<file path="src/pap_pkg.sv">
// Shared types and constants for the polygon area block.
// Used by every module under src; depends on nothing.
`default_nettype none

package pap_pkg;

    localparam int COORD_W = 24;                 // vertex coordinate width
    localparam int DIFF_W  = COORD_W + 1;        // coordinate difference width
    localparam int PROD_W  = 2 * DIFF_W;         // one shoelace term
    localparam int SUM_W   = 63;                 // saturated sums and result
    localparam int MAX_RING_POINTS_DEF = 4096;
    localparam int QUEUE_DEPTH = 4;              // front-to-back queue words

    localparam logic signed [SUM_W:0] SUM_MAX = {2'b00, {(SUM_W - 1){1'b1}}};
    localparam logic signed [SUM_W:0] SUM_MIN = {2'b11, {(SUM_W - 1){1'b0}}};

    typedef struct packed {
        logic end_ring;     // word closes a ring
        logic ring_long;    // closing ring kept 3 or more points
        logic hole;         // closing ring is a hole
        logic end_poly;     // word closes the polygon
    } pap_flags_t;

    typedef struct packed {
        logic signed [DIFF_W-1:0] dx;
        logic signed [DIFF_W-1:0] dy;
        logic                     term;   // dx * dy joins the ring sum
        pap_flags_t               flags;
    } pap_item_t;

endpackage

`default_nettype wire

</file>
<file path="src/polygon_area_with_holes.sv">
// Top level of the streaming polygon area block (doubled area, holes subtracted).
// Depends on pap_pkg, pap_front, pap_queue and pap_back.
//
//   port group   dir   words                          flow control
//   s_*          in    one vertex per word            s_valid / s_ready
//   m_*          out   one result per polygon         m_valid / m_ready
//
// One vertex word per cycle sustained while no result stalls; the multiply-accumulate
// in pap_back takes one word each cycle that it advances.
// After its closing vertex word, a result passes the queue, multiply stage, ring stage and result register.
// Reset (aresetn low, synchronous) clears ring, polygon and queue state at once.
// A stalled result holds the back end; the 4-word queue keeps s_ready high
// until it fills.
`default_nettype none

module polygon_area_with_holes import pap_pkg::*; #(
    parameter int MAX_RING_POINTS = MAX_RING_POINTS_DEF
) (
    input  wire logic                      aclk,
    input  wire logic                      aresetn,
    input  wire logic                      s_valid,
    output logic                           s_ready,
    input  wire logic signed [COORD_W-1:0] s_x,
    input  wire logic signed [COORD_W-1:0] s_y,
    input  wire logic                      s_is_hole,
    input  wire logic                      s_last_in_ring,
    input  wire logic                      s_last_in_polygon,
    output logic                           m_valid,
    input  wire logic                      m_ready,
    output logic signed [SUM_W-1:0]        m_area_times_two,
    output logic                           m_overflow
);

    pap_item_t front_item;
    pap_item_t head_item;
    logic      accept;
    logic      head_valid;
    logic      pop;

    assign accept = s_valid && s_ready;

    pap_front #(
        .MAX_RING_POINTS (MAX_RING_POINTS)
    ) u_front (
        .aclk            (aclk),
        .aresetn         (aresetn),
        .accept          (accept),
        .x               (s_x),
        .y               (s_y),
        .is_hole         (s_is_hole),
        .last_in_ring    (s_last_in_ring),
        .last_in_polygon (s_last_in_polygon),
        .item            (front_item)
    );

    pap_queue u_queue (
        .aclk      (aclk),
        .aresetn   (aresetn),
        .push      (accept),
        .push_item (front_item),
        .not_full  (s_ready),
        .pop       (pop),
        .not_empty (head_valid),
        .head_item (head_item)
    );

    pap_back u_back (
        .aclk             (aclk),
        .aresetn          (aresetn),
        .in_valid         (head_valid),
        .in_item          (head_item),
        .in_pop           (pop),
        .m_valid          (m_valid),
        .m_ready          (m_ready),
        .m_area_times_two (m_area_times_two),
        .m_overflow       (m_overflow)
    );

endmodule

`default_nettype wire

</file>
<file path="src/pap_front.sv">
// Front end: tracks ring position and classifies each vertex word.
// Depends on pap_pkg.
`default_nettype none

module pap_front import pap_pkg::*; #(
    parameter int MAX_RING_POINTS = MAX_RING_POINTS_DEF
) (
    input  wire logic                      aclk,
    input  wire logic                      aresetn,
    input  wire logic                      accept,
    input  wire logic signed [COORD_W-1:0] x,
    input  wire logic signed [COORD_W-1:0] y,
    input  wire logic                      is_hole,
    input  wire logic                      last_in_ring,
    input  wire logic                      last_in_polygon,
    output pap_item_t                      item
);

    localparam int CNT_W = $clog2(MAX_RING_POINTS + 1);

    logic signed [COORD_W-1:0] first_x_reg, first_x_next;
    logic signed [COORD_W-1:0] prev_x_reg, prev_x_next;
    logic signed [COORD_W-1:0] prev_y_reg, prev_y_next;
    logic signed [COORD_W-1:0] prev_prev_y_reg, prev_prev_y_next;
    logic [CNT_W-1:0]          count_reg, count_next;
    logic [CNT_W-1:0]          count_inc;
    logic                      keep;
    logic                      end_ring;

    assign keep      = count_reg < CNT_W'(MAX_RING_POINTS);
    assign count_inc = keep ? count_reg + CNT_W'(1) : count_reg;
    assign end_ring  = last_in_ring | last_in_polygon;

    always_comb begin
        item.dx             = DIFF_W'(prev_x_reg) - DIFF_W'(first_x_reg);
        item.dy             = DIFF_W'(prev_prev_y_reg) - DIFF_W'(y);
        item.term           = keep && (count_reg >= CNT_W'(2));
        item.flags.end_ring  = end_ring;
        item.flags.ring_long = count_inc >= CNT_W'(3);
        item.flags.hole      = is_hole;
        item.flags.end_poly  = last_in_polygon;
    end

    always_comb begin
        first_x_next     = first_x_reg;
        prev_x_next      = prev_x_reg;
        prev_y_next      = prev_y_reg;
        prev_prev_y_next = prev_prev_y_reg;
        count_next       = count_reg;
        if (accept) begin
            if (end_ring) begin
                // ring closes: start the next one from scratch
                first_x_next     = '0;
                prev_x_next      = '0;
                prev_y_next      = '0;
                prev_prev_y_next = '0;
                count_next       = '0;
            end else if (keep) begin
                if (count_reg == '0) begin
                    first_x_next = x;
                end
                prev_prev_y_next = prev_y_reg;
                prev_y_next      = y;
                prev_x_next      = x;
                count_next       = count_inc;
            end
        end
    end

    always_ff @(posedge aclk) begin
        if (!aresetn) begin
            first_x_reg     <= '0;
            prev_x_reg      <= '0;
            prev_y_reg      <= '0;
            prev_prev_y_reg <= '0;
            count_reg       <= '0;
        end else begin
            first_x_reg     <= first_x_next;
            prev_x_reg      <= prev_x_next;
            prev_y_reg      <= prev_y_next;
            prev_prev_y_reg <= prev_prev_y_next;
            count_reg       <= count_next;
        end
    end

endmodule

`default_nettype wire

</file>
<file path="src/pap_queue.sv">
// Short queue of classified words between front and back end.
// Depends on pap_pkg.
`default_nettype none

module pap_queue import pap_pkg::*; (
    input  wire logic       aclk,
    input  wire logic       aresetn,
    input  wire logic       push,
    input  pap_item_t       push_item,
    output logic            not_full,
    input  wire logic       pop,
    output logic            not_empty,
    output pap_item_t       head_item
);

    localparam int PTR_W = $clog2(QUEUE_DEPTH);

    pap_item_t          entry_reg [QUEUE_DEPTH];
    logic [PTR_W-1:0]   wr_ptr_reg, wr_ptr_next;
    logic [PTR_W-1:0]   rd_ptr_reg, rd_ptr_next;
    logic [PTR_W:0]     fill_reg, fill_next;
    logic               do_push;
    logic               do_pop;

    assign not_full  = fill_reg != (PTR_W + 1)'(QUEUE_DEPTH);
    assign not_empty = fill_reg != '0;
    assign head_item = entry_reg[rd_ptr_reg];
    assign do_push   = push && not_full;
    assign do_pop    = pop && not_empty;

    always_comb begin
        wr_ptr_next = do_push ? wr_ptr_reg + PTR_W'(1) : wr_ptr_reg;
        rd_ptr_next = do_pop  ? rd_ptr_reg + PTR_W'(1) : rd_ptr_reg;
        fill_next   = fill_reg;
        if (do_push && !do_pop) begin
            fill_next = fill_reg + (PTR_W + 1)'(1);
        end else if (do_pop && !do_push) begin
            fill_next = fill_reg - (PTR_W + 1)'(1);
        end
    end

    always_ff @(posedge aclk) begin
        if (do_push) begin
            entry_reg[wr_ptr_reg] <= push_item;
        end
    end

    always_ff @(posedge aclk) begin
        if (!aresetn) begin
            wr_ptr_reg <= '0;
            rd_ptr_reg <= '0;
            fill_reg   <= '0;
        end else begin
            wr_ptr_reg <= wr_ptr_next;
            rd_ptr_reg <= rd_ptr_next;
            fill_reg   <= fill_next;
        end
    end

endmodule

`default_nettype wire

</file>
<file path="src/pap_back.sv">
// Back end: multiply, ring accumulate, polygon accumulate into the result register.
// Depends on pap_pkg.
`default_nettype none

module pap_back import pap_pkg::*; (
    input  wire logic                    aclk,
    input  wire logic                    aresetn,
    input  wire logic                    in_valid,
    input  pap_item_t                    in_item,
    output logic                         in_pop,
    output logic                         m_valid,
    input  wire logic                    m_ready,
    output logic signed [SUM_W-1:0]      m_area_times_two,
    output logic                         m_overflow
);

    // multiply stage
    logic                      a_valid_reg;
    logic signed [PROD_W-1:0]  a_prod_reg;
    pap_flags_t                a_flags_reg;
    // ring stage
    logic                      b_valid_reg;
    logic signed [SUM_W-1:0]   b_ring_reg;
    logic                      b_sat_reg;
    pap_flags_t                b_flags_reg;
    // running sums
    logic signed [SUM_W-1:0]   ring_sum_reg, ring_sum_next;
    logic signed [SUM_W-1:0]   poly_sum_reg, poly_sum_next;
    logic                      sat_reg, sat_next;
    // result register
    logic                      out_valid_reg;
    logic signed [SUM_W-1:0]   out_area_reg;
    logic                      out_ovf_reg;

    logic                      advance;
    logic signed [DIFF_W-1:0]  dx_s;
    logic signed [DIFF_W-1:0]  dy_s;
    logic signed [PROD_W-1:0]  prod;
    logic signed [SUM_W:0]     ring_wide;
    logic signed [SUM_W-1:0]   ring_clamped;
    logic                      ring_sat;
    logic signed [SUM_W+1:0]   ring_ext;
    logic signed [SUM_W+1:0]   poly_wide;
    logic signed [SUM_W-1:0]   poly_clamped;
    logic                      poly_sat;
    logic                      use_ring;
    logic                      overflow_now;

    // hold everything while a result waits
    assign advance = !out_valid_reg || m_ready;
    assign in_pop  = advance;

    assign dx_s = in_item.dx;
    assign dy_s = in_item.dy;
    assign prod = PROD_W'(dx_s) * PROD_W'(dy_s);

    always_comb begin
        ring_wide = (SUM_W + 1)'(ring_sum_reg) + (SUM_W + 1)'(a_prod_reg);
        ring_sat  = 1'b0;
        if (ring_wide > SUM_MAX) begin
            ring_clamped = SUM_MAX[SUM_W-1:0];
            ring_sat     = 1'b1;
        end else if (ring_wide < SUM_MIN) begin
            ring_clamped = SUM_MIN[SUM_W-1:0];
            ring_sat     = 1'b1;
        end else begin
            ring_clamped = ring_wide[SUM_W-1:0];
        end
        ring_sum_next = ring_sum_reg;
        if (advance && a_valid_reg) begin
            ring_sum_next = a_flags_reg.end_ring ? '0 : ring_clamped;
        end
    end

    always_comb begin
        use_ring = b_flags_reg.end_ring && b_flags_reg.ring_long;
        ring_ext = (SUM_W + 2)'(b_ring_reg);
        // add the magnitude for an exterior ring, subtract it for a hole
        if (!use_ring) begin
            poly_wide = (SUM_W + 2)'(poly_sum_reg);
        end else if (b_flags_reg.hole ^ b_ring_reg[SUM_W-1]) begin
            poly_wide = (SUM_W + 2)'(poly_sum_reg) - ring_ext;
        end else begin
            poly_wide = (SUM_W + 2)'(poly_sum_reg) + ring_ext;
        end
        poly_sat = 1'b0;
        if (poly_wide > (SUM_W + 2)'(SUM_MAX)) begin
            poly_clamped = SUM_MAX[SUM_W-1:0];
            poly_sat     = 1'b1;
        end else if (poly_wide < (SUM_W + 2)'(SUM_MIN)) begin
            poly_clamped = SUM_MIN[SUM_W-1:0];
            poly_sat     = 1'b1;
        end else begin
            poly_clamped = poly_wide[SUM_W-1:0];
        end
        overflow_now  = sat_reg | b_sat_reg | poly_sat;
        poly_sum_next = poly_sum_reg;
        sat_next      = sat_reg;
        if (advance && b_valid_reg) begin
            poly_sum_next = b_flags_reg.end_poly ? '0 : poly_clamped;
            sat_next      = b_flags_reg.end_poly ? 1'b0 : overflow_now;
        end
    end

    always_ff @(posedge aclk) begin
        if (advance) begin
            a_prod_reg   <= in_item.term ? prod : '0;
            a_flags_reg  <= in_item.flags;
            b_ring_reg   <= ring_clamped;
            b_sat_reg    <= ring_sat;
            b_flags_reg  <= a_flags_reg;
            out_area_reg <= poly_clamped;
            out_ovf_reg  <= overflow_now;
        end
    end

    always_ff @(posedge aclk) begin
        if (!aresetn) begin
            a_valid_reg   <= 1'b0;
            b_valid_reg   <= 1'b0;
            out_valid_reg <= 1'b0;
            ring_sum_reg  <= '0;
            poly_sum_reg  <= '0;
            sat_reg       <= 1'b0;
        end else begin
            if (advance) begin
                a_valid_reg   <= in_valid;
                b_valid_reg   <= a_valid_reg;
                out_valid_reg <= b_valid_reg && b_flags_reg.end_poly;
            end
            ring_sum_reg <= ring_sum_next;
            poly_sum_reg <= poly_sum_next;
            sat_reg      <= sat_next;
        end
    end

    assign m_valid          = out_valid_reg;
    assign m_area_times_two = out_area_reg;
    assign m_overflow       = out_ovf_reg;

endmodule

`default_nettype wire

</file>
<file path="config.mk">
export PLATFORM = sky130hd
export DESIGN_NAME = polygon_area_with_holes
export DESIGN_NICKNAME = d
export VERILOG_FILES = /design/src/pap_pkg.sv /design/src/polygon_area_with_holes.sv /design/src/pap_front.sv /design/src/pap_queue.sv /design/src/pap_back.sv
export SDC_FILE = /design/constraint.sdc
export NUM_CORES = 2
export LEC_CHECK = 0
export BUFFER_PORTS_ARGS = -buffer_cell sky130_fd_sc_hd__buf_2
export CORE_ASPECT_RATIO = 0.7
export CORE_MARGIN = 1.5
export CORE_UTILIZATION = 65
export CTS_CLUSTER_DIAMETER = 60
export CTS_CLUSTER_SIZE = 16
export DETAILED_ROUTE_END_ITERATION = 8
export GPL_TIMING_DRIVEN = 0
export PLACE_DENSITY = 0.82
export SLEW_MARGIN = 20
export SYNTH_ARGS = -nofsm -noshare
export SYNTH_HDL_FRONTEND = slang
export SYNTH_HIERARCHICAL = 1
export SYNTH_SLANG_ARGS = --single-unit
export TNS_END_PERCENT = 30
</file>
<file path="constraint.sdc">
create_clock -name aclk -period 10.72 [get_ports aclk]
set_input_delay 0.536 -clock aclk [delete_from_list [all_inputs] [get_ports aclk]]
set_output_delay 0.536 -clock aclk [all_outputs]
set_load 0.05 [all_outputs]
</file>
### Word-level counts from Yosys, hierarchy flattened

Memories as Yosys holds them, arrays and structs flattened. A register that Yosys moved wholly into a read port is not among the register bits.
Index checks and enable logic that the tools add are counted.
Widths: inputs -> output; s select.

| cells by class | value |
|---|---|
| add/sub/neg operators | 10 |
| $mul | 1 |
| div/mod/pow operators | 0 |
| order comparisons | 7 |
| equality and inequality tests | 1 |
| shift-type cells | 0 |
| mux-type cells | 30 |
| bitwise logic cells | 4 |
| reduce and logical (&&, ||, !) cells | 21 |

Operators by type and width:

| kind | count |
|---|---|
| $mux 63 | 6 |
| $mux 24 | 9 |
| $mux 65 | 2 |
| $gt 65x63->1 const B | 1 |
| $lt 65x63->1 const B | 1 |
| $add 63x50->64 | 1 |
| $add 63x63->64 | 1 |
| $gt 64x63->1 const B | 1 |
| $lt 64x63->1 const B | 1 |
| $sub 63x63->64 | 1 |
| $mul 25x25->50 | 1 |
| $sub 24x24->25 | 2 |
| $mux 13 | 3 |
| $ge 13x2->1 const B | 2 |
| $add 13x1->13 const B | 1 |
| $logic_not 13->1 | 1 |
| $lt 13x13->1 const B | 1 |
| $logic_and 1x1->1 | 10 |
| $mux 1 | 6 |
| $mux 3 | 2 |
| $reduce_bool 2->1 | 3 |
| $add 2x1->2 const B | 2 |
| $mux 2 | 2 |
| $add 3x1->3 const B | 1 |
| 9 further kinds | 13 |

| word-level totals | value |
|---|---|
| bits in registers | 432 |
| bits in latches | 0 |
| RAM bits | 220 |
| bits in read-only memories | 0 |
| bits of input ports | 55 |
| logic and storage cells | 102 |
| memories | 1 |

Memory list:

| name | depth | width | read ports | clocked after Yosys merged registers in | write ports | line | RTL |
|---|---|---|---|---|---|---|---|
| u_queue.entry_reg | 4 | 55 | 1 | 1 | 1 | pap_queue.sv:18 | `pap_item_t entry_reg [QUEUE_DEPTH];` |

### Longest topological paths before layout

| depth | value |
|---|---|
| depth after elaboration | 8 |
| mapped depth | 32 |
| mapped depth without buffers | 28 |

### By module

The synthesis kept the hierarchy.

By module, submodules not included:

| module | times used | cells each | area each (um2) | sequential area each (um2) |
|---|---|---|---|---|
| pap_back | 1 | 4778 | 43725.7 | 8187.9 |
| pap_queue | 1 | 335 | 8500.7 | 6786.5 |
| pap_front | 1 | 925 | 7123.1 | 2182.1 |
| polygon_area_with_holes | 1 | 1 | 6.3 | 0.0 |

### Worst setup path after synthesis

Ideal clock, no wire load.

| path | value |
|---|---|
| path kind | reg-to-reg |
| start | register with a tool-made name |
| end | register u_back.a_prod_reg[47] (data pin) |
| arrival time | 8192 ps |
| data required time | 10581 ps |
| slack | 2388 ps |
| stages on the path, launching flop included | 27 |
| period minus slack after synthesis | 8332 ps |
| cells stage by stage | dfxtp_1 buf_6 buf_12 mux4_2 clkbuf_1 and2_1 fa_1 fa_1 fa_1 inv_1 fa_1 inv_1 fa_1 inv_1 fa_1 inv_1 ha_1 a21o_1 a21o_1 a21o_1 a21oi_1 o21ai_0 a2111oi_1 a21oi_1 a311o_1 a2111oi_0 nand4b_1 |

RTL lines:

| what | line | RTL |
|---|---|---|
| end signal: assignment | pap_back.sv:107 | `a_prod_reg <= in_item.term ? prod : '0;` |
| end: declaration | pap_back.sv:19 | `logic signed [PROD_W-1:0] a_prod_reg;` |

==> summary.txt <==
Routing
  • ANT nets after route: 0
  • Final WL: 191000 microns
  • 1st-iter DRT viols: 6687
  • Total number of vias: about 48000
  • Drt wl/cell: 25.4 microns
  • # DRC: 0
  • First-pass DRT Iterations: 9
  • Post-DR vias/cell: 6.41

Timing
  • Hold slack final: 0.0939 ns
  • Max Clk Rate: between 90 and 100 MHz
  • Period utilization: 0.971
  • RSZ-0062 raised after global routing: no
  • Hold Vio Cnt, Final: 0
  • Slew margin rel.: 0.183
  • Clock Skew: about 0.032 ns
  • Final min period: about 10 ns
  • Final setup violation count: 0
  • Max Slew Vio Count: 0
  • Least-Margin Pin Slew: 1.23 ns

Die
  • IO Count: 121
  • Core area: about 90000 sq um
  • Std cell rows: between 90 and 100
  • Die ar.: 93200 sq um
  • Initial core utilization: 0.658
  • Die Wd: around 360 microns
  • Die Height: 256 microns

Worst setup path
  • CP Launch Type: register
  • Crit path max fanout: 10
  • CP required: 11.19 ns
  • Register-to-register setup slack: 0.31 ns
  • Cells on worst reg2reg path: 27
  • Worst reg2reg endpoint: u_back/a_prod_reg[42]
  • Setup CP Type: register to register
  • Arrival time worst endpoint: 10.88 ns
  • Worst Setup End Kind: register

Clocking
  • Post-CTS Setup Inserts: 0
  • TritonCTS Buffers: between 50 and 60
  • CTS tree: yes
  • Max clock buf depth: 3
  • Root buf cell: clkbuf_16
  • Worst skew pair latency: around 0.65 ns
  • Clock Pin Slew Worst Setup and Hold Paths: 0.08 ns
  • Number of buffers inserted by hold repair at cts: 0
  • CTS H-Tree Depth: 2
  • CTS sink cnt: approximately 650

Run
  • Max Cap Viol: 0

Synth
  • Syn Std Cell Area: 59400 sq um
  • Commonest register cell after synthesis: edfxtp_1
  • FF+latch count, synth: roughly 650
  • Register area share after synthesis: 0.289
  • Syn_nets: 7080
  • Netlist cell types: 108
  • Post-synth EDFFs: between 400 and 500
  • Commonest cells in the netlist: 793 x inv_1, 683 x nand2_1, 663 x fa_1
  • Synth area leader: fa_1
  • Ys Warns: 6
  • Top-count cell post-synth: inv_1
  • Top post-synthesis cells by area: fa_1 22%, edfxtp_1 21%, dfxtp_1 8.4%
  • Async SR Flop Fraction: 0
  • Synthesized instance count: 6039
  • Syn_area_per_cell: 9.83 sq um
  • Area share of the largest cell type after synthesis: 0.224

GRT
  • Total grt overflow: 0
  • Global Route met2 Usage: 0.530
  • First-pass GRT wire length: 287000 microns
  • Vias in the first global route: about 47000
  • Met3 GRT Util: 0.178
  • GR Util All Layers: 0.413
  • Largest net degree at the start of global routing: 49
  • Most used routing layer in global routing: met1
  • Met1 usage: 0.638
  • Initial antenna violation count: 19

Worst hold path
  • Hold Crit Depth: 1
  • Min-Delay Path Class: input port to register
  • Hold endpoint: u_queue/entry_reg[3][1]
  • Hold Startpoint: s_is_hole

Final layout
  • Layout area overhead: 6.85%
  • Fillers: 6922
  • Max reg flops: 220
  • Layout Cells excl Fill: 7500
  • # nets final: between 7000 and 8000
  • Share of layout cells above drive strength 1: 0.0569

Placed design
  • Gpl congestion: 1.05
  • Post-DP HPWL: about 160000 microns
  • Port buffer count: 119
  • Dpl cells: 7390

Run status
  • Status: complete, no violations
## what timing repair did
action                     CTS  global route
pin swaps                    0             0
resized for setup            1            10
setup endpoints to repair    5            10
## cell usage in the layout, fill, tap and decap left out, types with 16 or more instances in the layout
cell / Yosys / layout
nand2b_1: 30 / 30
edfxtp_1: 406 / 406
nor2b_1: 68 / 68
a22o_1: 53 / 53
o21bai_1: 46 / 46
dfxtp_1: 248 / 248
nand4_1: 53 / 53
a221o_1: 47 / 47
o31ai_1: 21 / 20
clkbuf_16: 0 / 52
o21ai_0: 195 / 195
o211ai_1: 21 / 21
o21ai_1: 22 / 22
mux4_2: 50 / 50
nor3_1: 46 / 46
buf_2: 31 / 150
a31oi_1: 37 / 37
a21o_1: 97 / 97
and3_1: 30 / 30
or3_1: 18 / 18
nor2_1: 240 / 240
o21a_1: 26 / 26
nand2_1: 683 / 683
a22oi_1: 32 / 32
ha_1: 323 / 323
diode_2: 0 / 16
a21boi_0: 84 / 84
nand3_1: 132 / 132
inv_1: 793 / 794
buf_1: 17 / 17
and2_1: 372 / 368
clkbuf_1: 251 / 271
o221ai_1: 17 / 17
xor2_1: 99 / 99
fa_1: 663 / 662
a211oi_1: 17 / 17
a21oi_1: 316 / 316
maj3_1: 42 / 42
xnor2_1: 175 / 174
## through the flow
stage / area, sq um / util / setup slack [ns] / setup TNS, ns
final: 63400 / 0.703 / 0.314 / 0
after global routing: 63400 / 0.702 / 0.0901 / 0
after CTS: 63400 / 0.702 / 0.0702 / 0
after detailed placement: 61700 / 0.684 / -0.333 / -0.803
after global placement: 61500 / 0.681 / -1.29 / -69.08
after floorplan: 59400 / - / 2.39 / 0
## logic make-up (layout without fill, tap and decap cells)
kind of cell | Yosys count | after routing | synth area share
AND/OR/NAND/NOR | 1754 | 1754 | 0.145
AO/OA/AOI/OAI | 1145 | 1145 | 0.129
buffers and inverters | 1110 | 1333 | 0.0731
adder cells (fa/ha/maj) | 1035 | 1035 | 0.300
flip-flops | 654 | 654 | 0.289
XOR/XNOR | 275 | 275 | 0.0407
multiplexers | 66 | 66 | 0.0231
other | 0 | 16 | 0
## area by class of cell
type	count	area, sq um	share of cell area
antenna	16	40.0	0.000631
buffer	311	1350	0.0212
clock buffer	83	1450	0.0228
clock inverter	13	170	0.00268
inverter	796	2990	0.0471
multi-input combinational	4275	37900	0.598
sequential	654	17200	0.271
tap	1222	1530	0.0241
timing repair buffer	130	827	0.0130
## worst max path at each step
stage,startpoint,to,depth (start not counted)
after global routing,register,u_back/a_prod_reg[42],28
after floorplan,register,u_back/a_prod_reg[47],26
after global placement,m_ready,u_back/ring_sum_reg[28],7
after CTS,register,u_back/a_prod_reg[48],29
after detailed placement,register,u_back/a_prod_reg[42],29
final,register,u_back/a_prod_reg[42],27
## critical path, stage by stage, from the launching register on
cell      delay (ns)
dfxtp_1         0.31
clkbuf_2        0.39
buf_2           0.36
mux4_2          0.52
clkbuf_1        0.78
and2_1          0.25
fa_1            0.44
fa_1            0.53
inv_1           0.06
fa_1            0.54
inv_1           0.05
fa_1            0.45
ha_1            0.34
fa_1            0.54
inv_1           0.05
fa_1            0.63
inv_1           0.08
ha_1            0.35
and2_1          0.21
a221o_1         0.30
a21oi_1         0.36
o31ai_2         0.19
a31oi_1         0.61
o31ai_1         0.28
o41ai_2         0.68
o21ai_0         0.30
a31oi_1         0.27
mux2i_1         0.30
## routing by layer
layer / vias up / part of all wire
li1: 20653 / -
met4: 16 / 0.023
met5: - / 0.0012
met1: 23876 / 0.43
met3: 383 / 0.17
met2: 3156 / 0.38
Power is not shown: default switching activity piles up to over one toggle a cycle in this logic, so the estimate is an artifact.
